===== src/sv/recs80_pkg.sv =====
// Shared types and constants for the space-modulated infrared frame encoder.
`timescale 1ns / 1ps

package recs80_pkg;

  localparam int OP_W     = 2;
  localparam int CMD_W    = 11;
  localparam int PERIOD_W = 10;
  localparam int MARK_W   = 8;
  localparam int TRAIL_W  = 4;
  localparam int ADDR_W   = 4;
  localparam int DATA_W   = 32;

  localparam logic [MARK_W-1:0]   MARK_RST   = 8'd7;
  localparam logic [PERIOD_W-1:0] SPACE0_RST = 10'd189;
  localparam logic [PERIOD_W-1:0] SPACE1_RST = 10'd287;
  localparam logic [TRAIL_W-1:0]  TRAIL_RST  = 4'd10;
  localparam logic [PERIOD_W-1:0] PERIOD_RST = 10'd7;

  typedef enum logic [OP_W-1:0] {
    OP_TICK   = 2'd0,
    OP_SEND   = 2'd1,
    OP_REPEAT = 2'd2,
    OP_STOP   = 2'd3
  } op_t;

  typedef enum logic [2:0] {
    PH_IDLE  = 3'd0,
    PH_MARK  = 3'd1,
    PH_SPACE = 3'd2,
    PH_STOP  = 3'd3,
    PH_TRAIL = 3'd4
  } phase_t;

  typedef enum logic [1:0] {
    REG_MARK   = 2'd0,
    REG_SPACE0 = 2'd1,
    REG_SPACE1 = 2'd2,
    REG_TRAIL  = 2'd3
  } reg_idx_t;

  typedef struct packed {
    logic [MARK_W-1:0]   mark_length;
    logic [PERIOD_W-1:0] space_zero_length;
    logic [PERIOD_W-1:0] space_one_length;
    logic [TRAIL_W-1:0]  trailer_count;
  } cfg_t;

  typedef struct packed {
    logic                carrier_on;
    logic [PERIOD_W-1:0] next_period;
    logic                frame_started;
    logic                stop_done;
    logic                busy_res;
  } res_t;

endpackage


===== src/sv/recs80_cfg.sv =====
// APB-style configuration register bank for the infrared frame encoder.
`timescale 1ns / 1ps

module recs80_cfg (
  input  logic                         clk,
  input  logic                         rst_n,
  input  logic                         psel,
  input  logic                         penable,
  input  logic                         pwrite,
  input  logic [recs80_pkg::ADDR_W-1:0] paddr,
  input  logic [recs80_pkg::DATA_W-1:0] pwdata,
  output logic [recs80_pkg::DATA_W-1:0] prdata,
  output logic                         pready,
  output recs80_pkg::cfg_t             cfg
);
  import recs80_pkg::*;

  cfg_t     cfg_r;
  reg_idx_t idx;
  logic     wr_en;

  assign idx    = reg_idx_t'(paddr[3:2]);
  assign wr_en  = psel && penable && pwrite;
  assign pready = 1'b1;
  assign cfg    = cfg_r;

  always_ff @(posedge clk) begin
    if (!rst_n) begin
      cfg_r.mark_length       <= MARK_RST;
      cfg_r.space_zero_length <= SPACE0_RST;
      cfg_r.space_one_length  <= SPACE1_RST;
      cfg_r.trailer_count     <= TRAIL_RST;
    end else if (wr_en) begin
      unique case (idx)
        REG_MARK:   cfg_r.mark_length       <= pwdata[MARK_W-1:0];
        REG_SPACE0: cfg_r.space_zero_length <= pwdata[PERIOD_W-1:0];
        REG_SPACE1: cfg_r.space_one_length  <= pwdata[PERIOD_W-1:0];
        REG_TRAIL:  cfg_r.trailer_count     <= pwdata[TRAIL_W-1:0];
        default: ;
      endcase
    end
  end

  always_comb begin
    prdata = '0;
    unique case (idx)
      REG_MARK:   prdata = DATA_W'(cfg_r.mark_length);
      REG_SPACE0: prdata = DATA_W'(cfg_r.space_zero_length);
      REG_SPACE1: prdata = DATA_W'(cfg_r.space_one_length);
      REG_TRAIL:  prdata = DATA_W'(cfg_r.trailer_count);
      default:    prdata = '0;
    endcase
  end

endmodule


===== src/sv/recs80_step.sv =====
// Frame sequencer state and the per-item next-state and result logic.
`timescale 1ns / 1ps

module recs80_step #(
  parameter int NUM_BITS = 11
) (
  input  logic                         clk,
  input  logic                         rst_n,
  input  logic                         fire,
  input  recs80_pkg::op_t              op,
  input  logic [recs80_pkg::CMD_W-1:0] cmd,
  input  recs80_pkg::cfg_t             cfg,
  output recs80_pkg::res_t             res
);
  import recs80_pkg::*;

  localparam int BC_W = $clog2(NUM_BITS + 1);
  localparam logic [NUM_BITS-1:0] TOG_MASK = NUM_BITS'(1) << (NUM_BITS - 2);

  phase_t              phase_r, phase_nxt;
  logic [NUM_BITS-1:0] shift_r, shift_nxt;
  logic [BC_W-1:0]     bc_r, bc_nxt, bc_inc;
  logic [TRAIL_W-1:0]  td_r, td_nxt, td_inc;
  logic [NUM_BITS-1:0] latch_r, latch_nxt, start_word;
  logic                toggle_r, toggle_nxt;
  logic [PERIOD_W-1:0] period_r, period_nxt;
  logic [CMD_W+NUM_BITS-1:0] cmd_ext;
  logic [NUM_BITS-1:0] cmd_w;
  logic                carrier, started, stopped;

  assign cmd_ext = {{NUM_BITS{1'b0}}, cmd};
  assign cmd_w   = cmd_ext[NUM_BITS-1:0];
  assign bc_inc  = bc_r + 1'b1;
  assign td_inc  = td_r + 1'b1;

  always_ff @(posedge clk) begin
    if (!rst_n) begin
      phase_r  <= PH_IDLE;
      shift_r  <= '0;
      bc_r     <= '0;
      td_r     <= '0;
      latch_r  <= '0;
      toggle_r <= 1'b1;
      period_r <= PERIOD_RST;
    end else begin
      phase_r  <= phase_nxt;
      shift_r  <= shift_nxt;
      bc_r     <= bc_nxt;
      td_r     <= td_nxt;
      latch_r  <= latch_nxt;
      toggle_r <= toggle_nxt;
      period_r <= period_nxt;
    end
  end

  always_comb begin
    phase_nxt  = phase_r;
    shift_nxt  = shift_r;
    bc_nxt     = bc_r;
    td_nxt     = td_r;
    latch_nxt  = latch_r;
    toggle_nxt = toggle_r;
    period_nxt = period_r;
    carrier    = 1'b0;
    started    = 1'b0;
    stopped    = 1'b0;
    start_word = latch_r;
    if (fire) begin
      unique case (op)
        OP_TICK: begin
          unique case (phase_r)
            PH_MARK, PH_STOP: begin
              period_nxt = PERIOD_W'(cfg.mark_length);
              carrier    = 1'b1;
              phase_nxt  = (phase_r == PH_MARK) ? PH_SPACE : PH_TRAIL;
            end
            PH_SPACE: begin
              period_nxt = shift_r[NUM_BITS-1] ? cfg.space_one_length
                                               : cfg.space_zero_length;
              shift_nxt  = shift_r << 1;
              bc_nxt     = bc_inc;
              phase_nxt  = (bc_inc >= BC_W'(NUM_BITS)) ? PH_STOP : PH_MARK;
            end
            PH_TRAIL: begin
              period_nxt = cfg.space_zero_length;
              td_nxt     = td_inc;
              if (td_inc >= cfg.trailer_count) begin
                bc_nxt    = '0;
                td_nxt    = '0;
                phase_nxt = PH_IDLE;
              end
            end
            default: ;
          endcase
        end
        OP_SEND, OP_REPEAT: begin
          if (op == OP_SEND) begin
            start_word = cmd_w | (toggle_r ? TOG_MASK : '0);
            latch_nxt  = start_word;
          end
          if (start_word != '0 && phase_r == PH_IDLE) begin
            shift_nxt = start_word;
            phase_nxt = PH_MARK;
            started   = 1'b1;
          end
        end
        OP_STOP: begin
          if (latch_r == '0 || phase_r == PH_IDLE) begin
            toggle_nxt = ~toggle_r;
            stopped    = 1'b1;
          end
        end
        default: ;
      endcase
    end
    res.carrier_on    = carrier;
    res.next_period   = period_nxt;
    res.frame_started = started;
    res.stop_done     = stopped;
    res.busy_res      = (phase_nxt != PH_IDLE);
  end

  a_idle_count_clear: assert property (@(posedge clk) disable iff (!rst_n)
    (phase_r == PH_IDLE) |-> (bc_r == '0 && td_r == '0))
    else $error("bit or trailer count not cleared while idle");

  a_bit_count_range: assert property (@(posedge clk) disable iff (!rst_n)
    bc_r <= BC_W'(NUM_BITS))
    else $error("bit count ran past the frame length");

  a_trailer_only: assert property (@(posedge clk) disable iff (!rst_n)
    (phase_r != PH_TRAIL) |-> (td_r == '0))
    else $error("trailer count nonzero outside the trailer");

endmodule


===== src/sv/recs80_ir_pulse_encoder.sv =====
// Top level of the space-modulated infrared frame encoder.
// Usage: each input item carries an opcode (tick, send, repeat, stop) and a
// command word that only send uses. Every item yields exactly one result item
// with the carrier state and length of the next timer period, whether a frame
// started, whether a stop was taken, and whether a frame is in progress.
// A result with stop_done low for a stop item means the stop must be retried.
// The item is taken into an input register; the sequencer computes the result
// from it and loads it into the result register, which raises out_valid. The
// result is held until a clock edge on which out_stall is low takes it.
// When the receiver stalls, the result register holds its item, the input
// register takes one more item, and then in_stall rises until the result
// is taken. Configuration registers sit on the APB-style port at byte
// addresses 0, 4, 8 and 12 and should be written only while no item is in
// flight. Synchronous reset clears the pipeline, stops any frame, sets the
// toggle to one and loads the default lengths.
`timescale 1ns / 1ps

module recs80_ir_pulse_encoder #(
  parameter int NUM_BITS = 11
) (
  input  logic                            clk,
  input  logic                            rst_n,
  input  logic                            in_valid,
  output logic                            in_stall,
  input  logic [recs80_pkg::OP_W-1:0]     in_opcode,
  input  logic [recs80_pkg::CMD_W-1:0]    in_command_word,
  output logic                            out_valid,
  input  logic                            out_stall,
  output logic                            out_carrier_on,
  output logic [recs80_pkg::PERIOD_W-1:0] out_next_period,
  output logic                            out_frame_started,
  output logic                            out_stop_done,
  output logic                            out_busy_res,
  input  logic                            psel,
  input  logic                            penable,
  input  logic                            pwrite,
  input  logic [recs80_pkg::ADDR_W-1:0]   paddr,
  input  logic [recs80_pkg::DATA_W-1:0]   pwdata,
  output logic [recs80_pkg::DATA_W-1:0]   prdata,
  output logic                            pready
);
  import recs80_pkg::*;

  logic             in_vld_r;
  logic [OP_W-1:0]  in_op_r;
  logic [CMD_W-1:0] in_cmd_r;
  logic             out_vld_r;
  res_t             res_r;
  res_t             res;
  cfg_t             cfg;
  logic             adv;
  logic             fire;
  logic             take;

  assign adv      = !out_vld_r || !out_stall;
  assign fire     = in_vld_r && adv;
  assign in_stall = in_vld_r && !adv;
  assign take     = in_valid && !in_stall;

  recs80_cfg u_cfg (
    .clk     (clk),
    .rst_n   (rst_n),
    .psel    (psel),
    .penable (penable),
    .pwrite  (pwrite),
    .paddr   (paddr),
    .pwdata  (pwdata),
    .prdata  (prdata),
    .pready  (pready),
    .cfg     (cfg)
  );

  recs80_step #(
    .NUM_BITS (NUM_BITS)
  ) u_step (
    .clk   (clk),
    .rst_n (rst_n),
    .fire  (fire),
    .op    (op_t'(in_op_r)),
    .cmd   (in_cmd_r),
    .cfg   (cfg),
    .res   (res)
  );

  always_ff @(posedge clk) begin
    if (!rst_n) begin
      in_vld_r <= 1'b0;
    end else if (take) begin
      in_vld_r <= 1'b1;
    end else if (adv) begin
      in_vld_r <= 1'b0;
    end
  end

  always_ff @(posedge clk) begin
    if (take) begin
      in_op_r  <= in_opcode;
      in_cmd_r <= in_command_word;
    end
  end

  always_ff @(posedge clk) begin
    if (!rst_n) begin
      out_vld_r <= 1'b0;
    end else if (fire) begin
      out_vld_r <= 1'b1;
    end else if (!out_stall) begin
      out_vld_r <= 1'b0;
    end
  end

  always_ff @(posedge clk) begin
    if (fire) begin
      res_r <= res;
    end
  end

  assign out_valid         = out_vld_r;
  assign out_carrier_on    = res_r.carrier_on;
  assign out_next_period   = res_r.next_period;
  assign out_frame_started = res_r.frame_started;
  assign out_stop_done     = res_r.stop_done;
  assign out_busy_res      = res_r.busy_res;

  a_carrier_in_frame: assert property (@(posedge clk) disable iff (!rst_n)
    (out_vld_r && res_r.carrier_on) |-> res_r.busy_res)
    else $error("carrier reported on outside a frame");

  a_start_busy: assert property (@(posedge clk) disable iff (!rst_n)
    (out_vld_r && res_r.frame_started) |-> (res_r.busy_res && !res_r.stop_done))
    else $error("frame start reported without busy or together with stop");

  a_held_item: assert property (@(posedge clk) disable iff (!rst_n)
    in_stall |=> (in_vld_r && $stable(in_op_r) && $stable(in_cmd_r)))
    else $error("buffered item lost while the result side stalled");

endmodule

===== config.mk =====
export PLATFORM = sky130hd
export DESIGN_NAME = recs80_ir_pulse_encoder
export DESIGN_NICKNAME = d
export VERILOG_FILES = /design/src/sv/recs80_pkg.sv /design/src/sv/recs80_cfg.sv /design/src/sv/recs80_step.sv /design/src/sv/recs80_ir_pulse_encoder.sv
export SDC_FILE = /design/constraint.sdc
export NUM_CORES = 1
export LEC_CHECK = 0
export BUFFER_PORTS_ARGS = -buffer_cell sky130_fd_sc_hd__buf_4
export CELL_PAD_IN_SITES_DETAIL_PLACEMENT = 0
export CELL_PAD_IN_SITES_GLOBAL_PLACEMENT = 1
export CORE_MARGIN = 4
export CORE_UTILIZATION = 41
export DETAILED_ROUTE_END_ITERATION = 8
export GPL_TIMING_DRIVEN = 0
export PLACE_DENSITY = 0.8
export SETUP_SLACK_MARGIN = 0.15
export SLEW_MARGIN = 20
export SYNTH_ARGS = -nofsm -noshare
export SYNTH_HDL_FRONTEND = slang
export SYNTH_SLANG_ARGS = --single-unit

===== constraint.sdc =====
create_clock -name clk -period 2.6 [get_ports clk]
set_input_delay 0.52 -clock clk [delete_from_list [all_inputs] [get_ports clk]]
set_output_delay 0.52 -clock clk [all_outputs]
set_load 0.05 [all_outputs]

==> results of run 1 <==
## registers in the layout (all words and copies together) (netlist names)
name	cells
u_step.td_r	4
out_stop_done	1
u_cfg.cfg	32
u_step.shift_r	11
in_cmd_r	11
u_step.phase_r	3
out_busy_res	1
out_frame_started	1
u_step.latch_r	11
u_step.period_r	10
u_step.toggle_r	1
out_next_period	10
u_step.bc_r	4
out_carrier_on	1
in_vld_r	1
out_valid	1
in_op_r	2
## synthesized netlist by cell type, drive strengths merged (4+ instances only)
master / number
buf: 35
nor4: 4
and2: 13
nor2b: 4
mux4: 4
xor2: 4
nand2: 99
inv: 12
a222oi: 7
clkbuf: 21
dfxtp: 78
nand4: 11
a21oi: 38
edfxtp: 27
ha: 11
a211oi: 10
nand3: 26
o21ai: 30
nor2: 37
mux2i: 18
and3: 4
nor3: 9
## cell type report
type | instances | share of cell area [%]
inverters | 12 | 0.7503
plain buffers | 56 | 5.523
repair buffers | 57 | 7.128
clock buffers | 11 | 4.043
clock inverters | 5 | 0.6461
well taps | 147 | 3.064
flip-flops and latches | 105 | 39.52
multi-input cells | 392 | 39.33
## worst max-delay path, delay by kind of cell
| family | cells | cell delay [ps] |
|---|---|---|
| buffers and inverters | 3 | 760 |
| muxes | 1 | 430 |
## cells by family after synthesis
family / share of synthesized area [%]
xor+xnor: 0.8736
simple gates: 21.27
mux: 5.617
other cells: 0.1498
fa+ha+maj: 2.746
flops: 47.33
compound gates: 14.55
buf+inv: 7.464
## final timing paths
| path | cells after the start | start | end | slack [ps] |
|---|---|---|---|---|
| setup / recovery | 4 | paddr[3] | prdata[2] | 360 |
| hold / removal | 1 | in_command_word[7] | in_cmd_r[7] | 330 |
| setup reg to reg | 8 | u_step.td_r[0] | out_busy_res | 390 |
| hold reg to reg | 2 | u_step.shift_r[4] | u_step.shift_r[4] | 460 |
## per-stage QoR
stage	util (%)	cells	total power (W)
after floorplan	-	565	0.002159
after global placement	47.48	769	0.002301
after detailed placement	47.48	769	0.002306
after CTS	49.82	785	0.003598
after global routing	49.98	785	0.003717
final	49.98	785	0.003574
## power groups by stage
stage | sequential (W) | clock, W | combinational, W
after global routing | 0.00176 | 0.00139 | 0.000559
after CTS | 0.00176 | 0.00133 | 0.000512
final | 0.00176 | 0.00130 | 0.000518
after detailed placement | 0.00180 | 0 | 0.000511
after floorplan | 0.00182 | 0 | 0.000341
after global placement | 0.00179 | 0 | 0.000507
## routing by layer
layer  global-route usage [%]  share of wire, %  vias to the layer above
met2                    29.56                48                      127
met4                    6.517               2.1                        0
met1                    22.04                44                     2000
li1                         -                 -                     2055
met5                        0                 0                        -
met3                    4.067               5.6                       18
## what timing repair did
action	4_1_cts	5_1_grt
hold buffers	0	0
resized for setup	0	4
setup endpoints to repair	0	1
==> impl_metrics.json, run 1 <==
{
  "status": "completed",
  "timing.final.ws_setup_ps": 356.8,
  "fmax_ghz": 0.4458,
  "p_sw_w": 0.0009917,
  "seqPwrFrac_pct": 49.2,
  "syn_area_per_cell_um2": 9.214,
  "fin_area_um2": 6003,
  "grt.overflow.total": 0,
  "cts.sinks": 105,
  "drc": 0,
  "initial_utilization_pct": 41.73,
  "cp_slowest_cell": "clkbuf_1",
  "antenna_found_initial": 0,
  "vias": 4200,
  "crit_top_cell": "buf_4",
  "worstSetupPathType": "input port to primary output",
  "grt_pass1_wl_um": 19980,
  "drv_slew": 0,
  "ys_ff_latch": 105,
  "cts_inserted_buffers": 9,
  "pin_count": 105,
  "worst_pin_slew_ps": 1194,
  "swShare_pct": 27.75,
  "htreeDepth": 3,
  "layout_common_cells": "99 x nand2_1, 82 x buf_4, 78 x dfxtp_1",
  "synth_area_um2": 5012,
  "cts_buffer_depth": 2,
  "via_per_inst": 5.350,
  "synth_area_leaders": "dfxtp_1 31%, edfxtp_1 16%, nand2_1 7.4%, buf_4 3.7%, a21oi_1 3.6%",
  "hold_viol": 0,
  "regArea_um2": 2372,
  "grt_max_degree": 24,
  "finalCritPeriodShare_pct": 86.28,
  "fin_crit_ps": 2243,
  "hpwl_um": 8867,
  "multi_input_area_um2": 2361,
  "die_h_um": 118.6,
  "cp.required_ps": 2080,
  "n_antenna_cell": 0,
  "synth_top_cell_by_area": "dfxtp_1",
  "dieArea_um2": 14060,
  "cap_violations": 0,
  "io_buffers": 57,
  "max_slew_margin_pct": 19.81,
  "synth_cell_type_count": 62,
  "grt_util_all_layers_pct": 17.60,
  "hold_ws_ps": 334.7,
  "cts_setup_buffers": 0,
  "ctsRootBufferMaster": "clkbuf_16",
  "drt_iter0_drc": 321,
  "ant_nets": 0,
  "p_int_w": 0.002582,
  "p_leak_nw": 2.386,
  "vdd_drop_max_mv": 0.3995,
  "first_pass_iters": 5,
  "yosysSeqAreaShare_pct": 47.33,
  "powerDensity_nw_per_um2": 595.4,
  "cts_tree": "done",
  "place_area_um2": 5703,
  "path_cells": "buf_4, clkbuf_1, mux4_2, buf_4",
  "place.gp.congestion": 0.8223,
  "wire_per_inst_um": 15.61,
  "wl_um": 12250,
  "synth_top_flop_cell": "dfxtp_1",
  "synthCells": 544,
  "setup_violations": 0,
  "crit_fanout": 10,
  "core_um2": 12010,
  "rsz0062_at_grt": "no",
  "startpoint_type": "input port",
  "yosys_warnings": 0,
  "fillers": 1158,
  "synth_edf_count": 27,
  "dpl_worst_slack_ps": 72.09,
  "hold_class": "input port to flop",
  "tns_ps": 0,
  "drive_gt1_share_pct": 21.79,
  "pwr-share-clk_pct": 36.3,
  "synth.top_cell.area_share_pct": 31.15,
  "syn_to_final_growth_pct": 19.77,
  "pwr-share-comb_pct": 14.5,
  "endpoint_kind": "primary output",
  "synthArstFlopShare_pct": 0,
  "final_nets": 700,
  "clkSlewWorstSetupHoldPaths_ps": 70,
  "finClkSkew_ps": 11.78,
  "grt_pass1_vias": 3978,
  "worstPathArrival_ps": 1720,
  "die_w_um": 118.6,
  "final_common_cell": "nand2_1",
  "placementRows": 40,
  "clock_latency_ps": 360,
  "critPathMaxStageDelay_ps": 460
}
No activity file was read; power rests on OpenSTA's default activity.
==> run 2: changes to the inputs <==
--- a/config.mk
+++ b/config.mk
@@ -8,12 +8,14 @@
 export BUFFER_PORTS_ARGS = -buffer_cell sky130_fd_sc_hd__buf_4
 export CELL_PAD_IN_SITES_DETAIL_PLACEMENT = 0
 export CELL_PAD_IN_SITES_GLOBAL_PLACEMENT = 1
+export CORE_ASPECT_RATIO = 0.7
 export CORE_MARGIN = 4
 export CORE_UTILIZATION = 41
 export DETAILED_ROUTE_END_ITERATION = 8
 export GPL_TIMING_DRIVEN = 0
 export PLACE_DENSITY = 0.8
 export SETUP_SLACK_MARGIN = 0.15
+export SKIP_CTS_REPAIR_TIMING = 1
 export SLEW_MARGIN = 20
 export SYNTH_ARGS = -nofsm -noshare
 export SYNTH_HDL_FRONTEND = slang
==> impl_metrics.json, run 2 (synthesis gave the netlist of run 1 again) <==
{
  "grt_util_all_layers_pct": 18.23,
  "p_int_w": 0.002763,
  "tns_ps": 0,
  "antenna_found_initial": 1,
  "seqPwrFrac_pct": 46.4,
  "final_common_cell": "nand2_1",
  "worst_pin_slew_ps": 1016,
  "ant_nets": 0,
  "htreeDepth": 3,
  "crit_buf_inv": 0,
  "startpoint_type": "flop",
  "grt.overflow.total": 0,
  "via_per_inst": 5.228,
  "dpl_worst_slack_ps": 42.47,
  "cts_inserted_buffers": 9,
  "multi_input_area_um2": 2357,
  "drv_slew": 0,
  "finalCritPeriodShare_pct": 88.36,
  "dieArea_um2": 14090,
  "finalPower_w": 0.003791,
  "hpwl_um": 9415,
  "place_area_um2": 5715,
  "fin_crit_ps": 2297,
  "placementRows": 33,
  "timing.final.ws_setup_ps": 302.6,
  "setup_violations": 0,
  "hold_viol": 0,
  "use_met3_pct": 4.315,
  "vdd_drop_max_mv": 0.4257,
  "cp_slowest_cell": "dfxtp_1",
  "first_pass_iters": 5,
  "path_cells": "ha_1, xor2_1, ha_1, nor3_1, nor2_1, nand2_2, o41ai_2, nand3b_1",
  "n_antenna_cell": 0,
  "die_w_um": 140.2,
  "grt_use_met2_pct": 27.21,
  "drive_gt1_share_pct": 21.79,
  "hold_class": "input port to flop",
  "hold_ws_ps": 341.2,
  "powerDensity_nw_per_um2": 625.1,
  "cp.required_ps": 2660,
  "rsz0062_at_grt": "no",
  "grt_pass1_wl_um": 20440,
  "regArea_um2": 2372,
  "swShare_pct": 27.13,
  "fmax_ghz": 0.4353,
  "wire_per_inst_um": 15.77,
  "gr-max-usage-layer": "met2",
  "clkSlewWorstSetupHoldPaths_ps": 70,
  "grt_max_degree": 24,
  "grt.met1_usage_pct": 26.39,
  "core_um2": 11810,
  "crit_fanout": 5,
  "cts.sinks": 105,
  "fin_area_um2": 6065,
  "vias": 4156,
  "cts_tree": "done",
  "endpoint_kind": "flop",
  "worstSetupPathType": "flop to flop",
  "largest_reg_flops": 32,
  "syn_to_final_growth_pct": 20.99,
  "finClkSkew_ps": 9.739,
  "wl_um": 12540,
  "pwr-share-clk_pct": 40.0,
  "grt_pass1_vias": 3980,
  "initial_utilization_pct": 42.45,
  "drt_iter0_drc": 397,
  "drc": 0,
  "crit_top_cell": "ha_1",
  "pwr-share-comb_pct": 13.6,
  "fillers": 1119,
  "final_nets": 700,
  "clock_latency_ps": 350,
  "pin_count": 105,
  "cap_violations": 0,
  "cts_buffer_depth": 2,
  "critPathMaxStageDelay_ps": 360,
  "worst_path_dominant_cell_family": "simple AND/OR/NAND/NOR gates",
  "p_leak_nw": 2.410,
  "max_slew_margin_pct": 31.77,
  "worstPathArrival_ps": 2360,
  "io_buffers": 57,
  "layout_common_cells": "98 x nand2_1, 82 x buf_4, 78 x dfxtp_1",
  "die_h_um": 100.5,
  "status": "completed",
  "p_sw_w": 0.001028,
  "ctsRootBufferMaster": "clkbuf_16",
  "place.gp.congestion": 0.8453
}
==> run 2: worst register-to-register path: stages, from the launching register on <==
cell	delay [ps]
dfxtp_1	360
ha_1	250
xor2_1	150
ha_1	270
nor3_1	40
nor2_1	260
nand2_2	160
o41ai_2	350
nand3b_1	150
==> run 2: final timing paths <==
check        slack, ps                from  depth (start not counted)                end
max                300      u_step.td_r[0]                          8       out_busy_res
min                340  in_command_word[4]                          1        in_cmd_r[4]
max reg2reg        300      u_step.td_r[0]                          8       out_busy_res
min reg2reg        460   u_step.shift_r[2]                          2  u_step.shift_r[2]
==> run 2: cell type report <==
class / count / share of cell area, %
buffer: 56 / 5.467
tap: 157 / 3.239
clock inverter: 7 / 1.795
multi-input combinational: 392 / 38.87
inverter: 12 / 0.7427
timing repair buffer: 57 / 7.056
sequential: 105 / 39.12
clock buffer: 9 / 3.714
==> run 2: power groups by stage <==
| stage | combinational (W) | clock (W) | sequential [W] |
|---|---|---|---|
| 2_1_floorplan | 0.000341 | 0 | 0.00182 |
| 3_3_place_gp | 0.000507 | 0 | 0.00179 |
| 3_5_place_dp | 0.000513 | 0 | 0.00180 |
| 4_1_cts | 0.000514 | 0.00154 | 0.00176 |
| 5_1_grt | 0.000562 | 0.00161 | 0.00176 |
| 6_report | 0.000517 | 0.00151 | 0.00176 |
==> run 2: metrics by stage <==
step	cells	util (%)
finish	795	51.36
global route	795	51.36
CTS	795	51.23
detailed placement	779	48.40
global placement	779	48.40
floorplan	565	-
==> run 2: metal layers <==
layer,up-vias,share of wire [%]
li1,2066,-
met1,1959,49
met2,112,44
met3,17,5.7
met4,2,1.3
met5,-,0.088
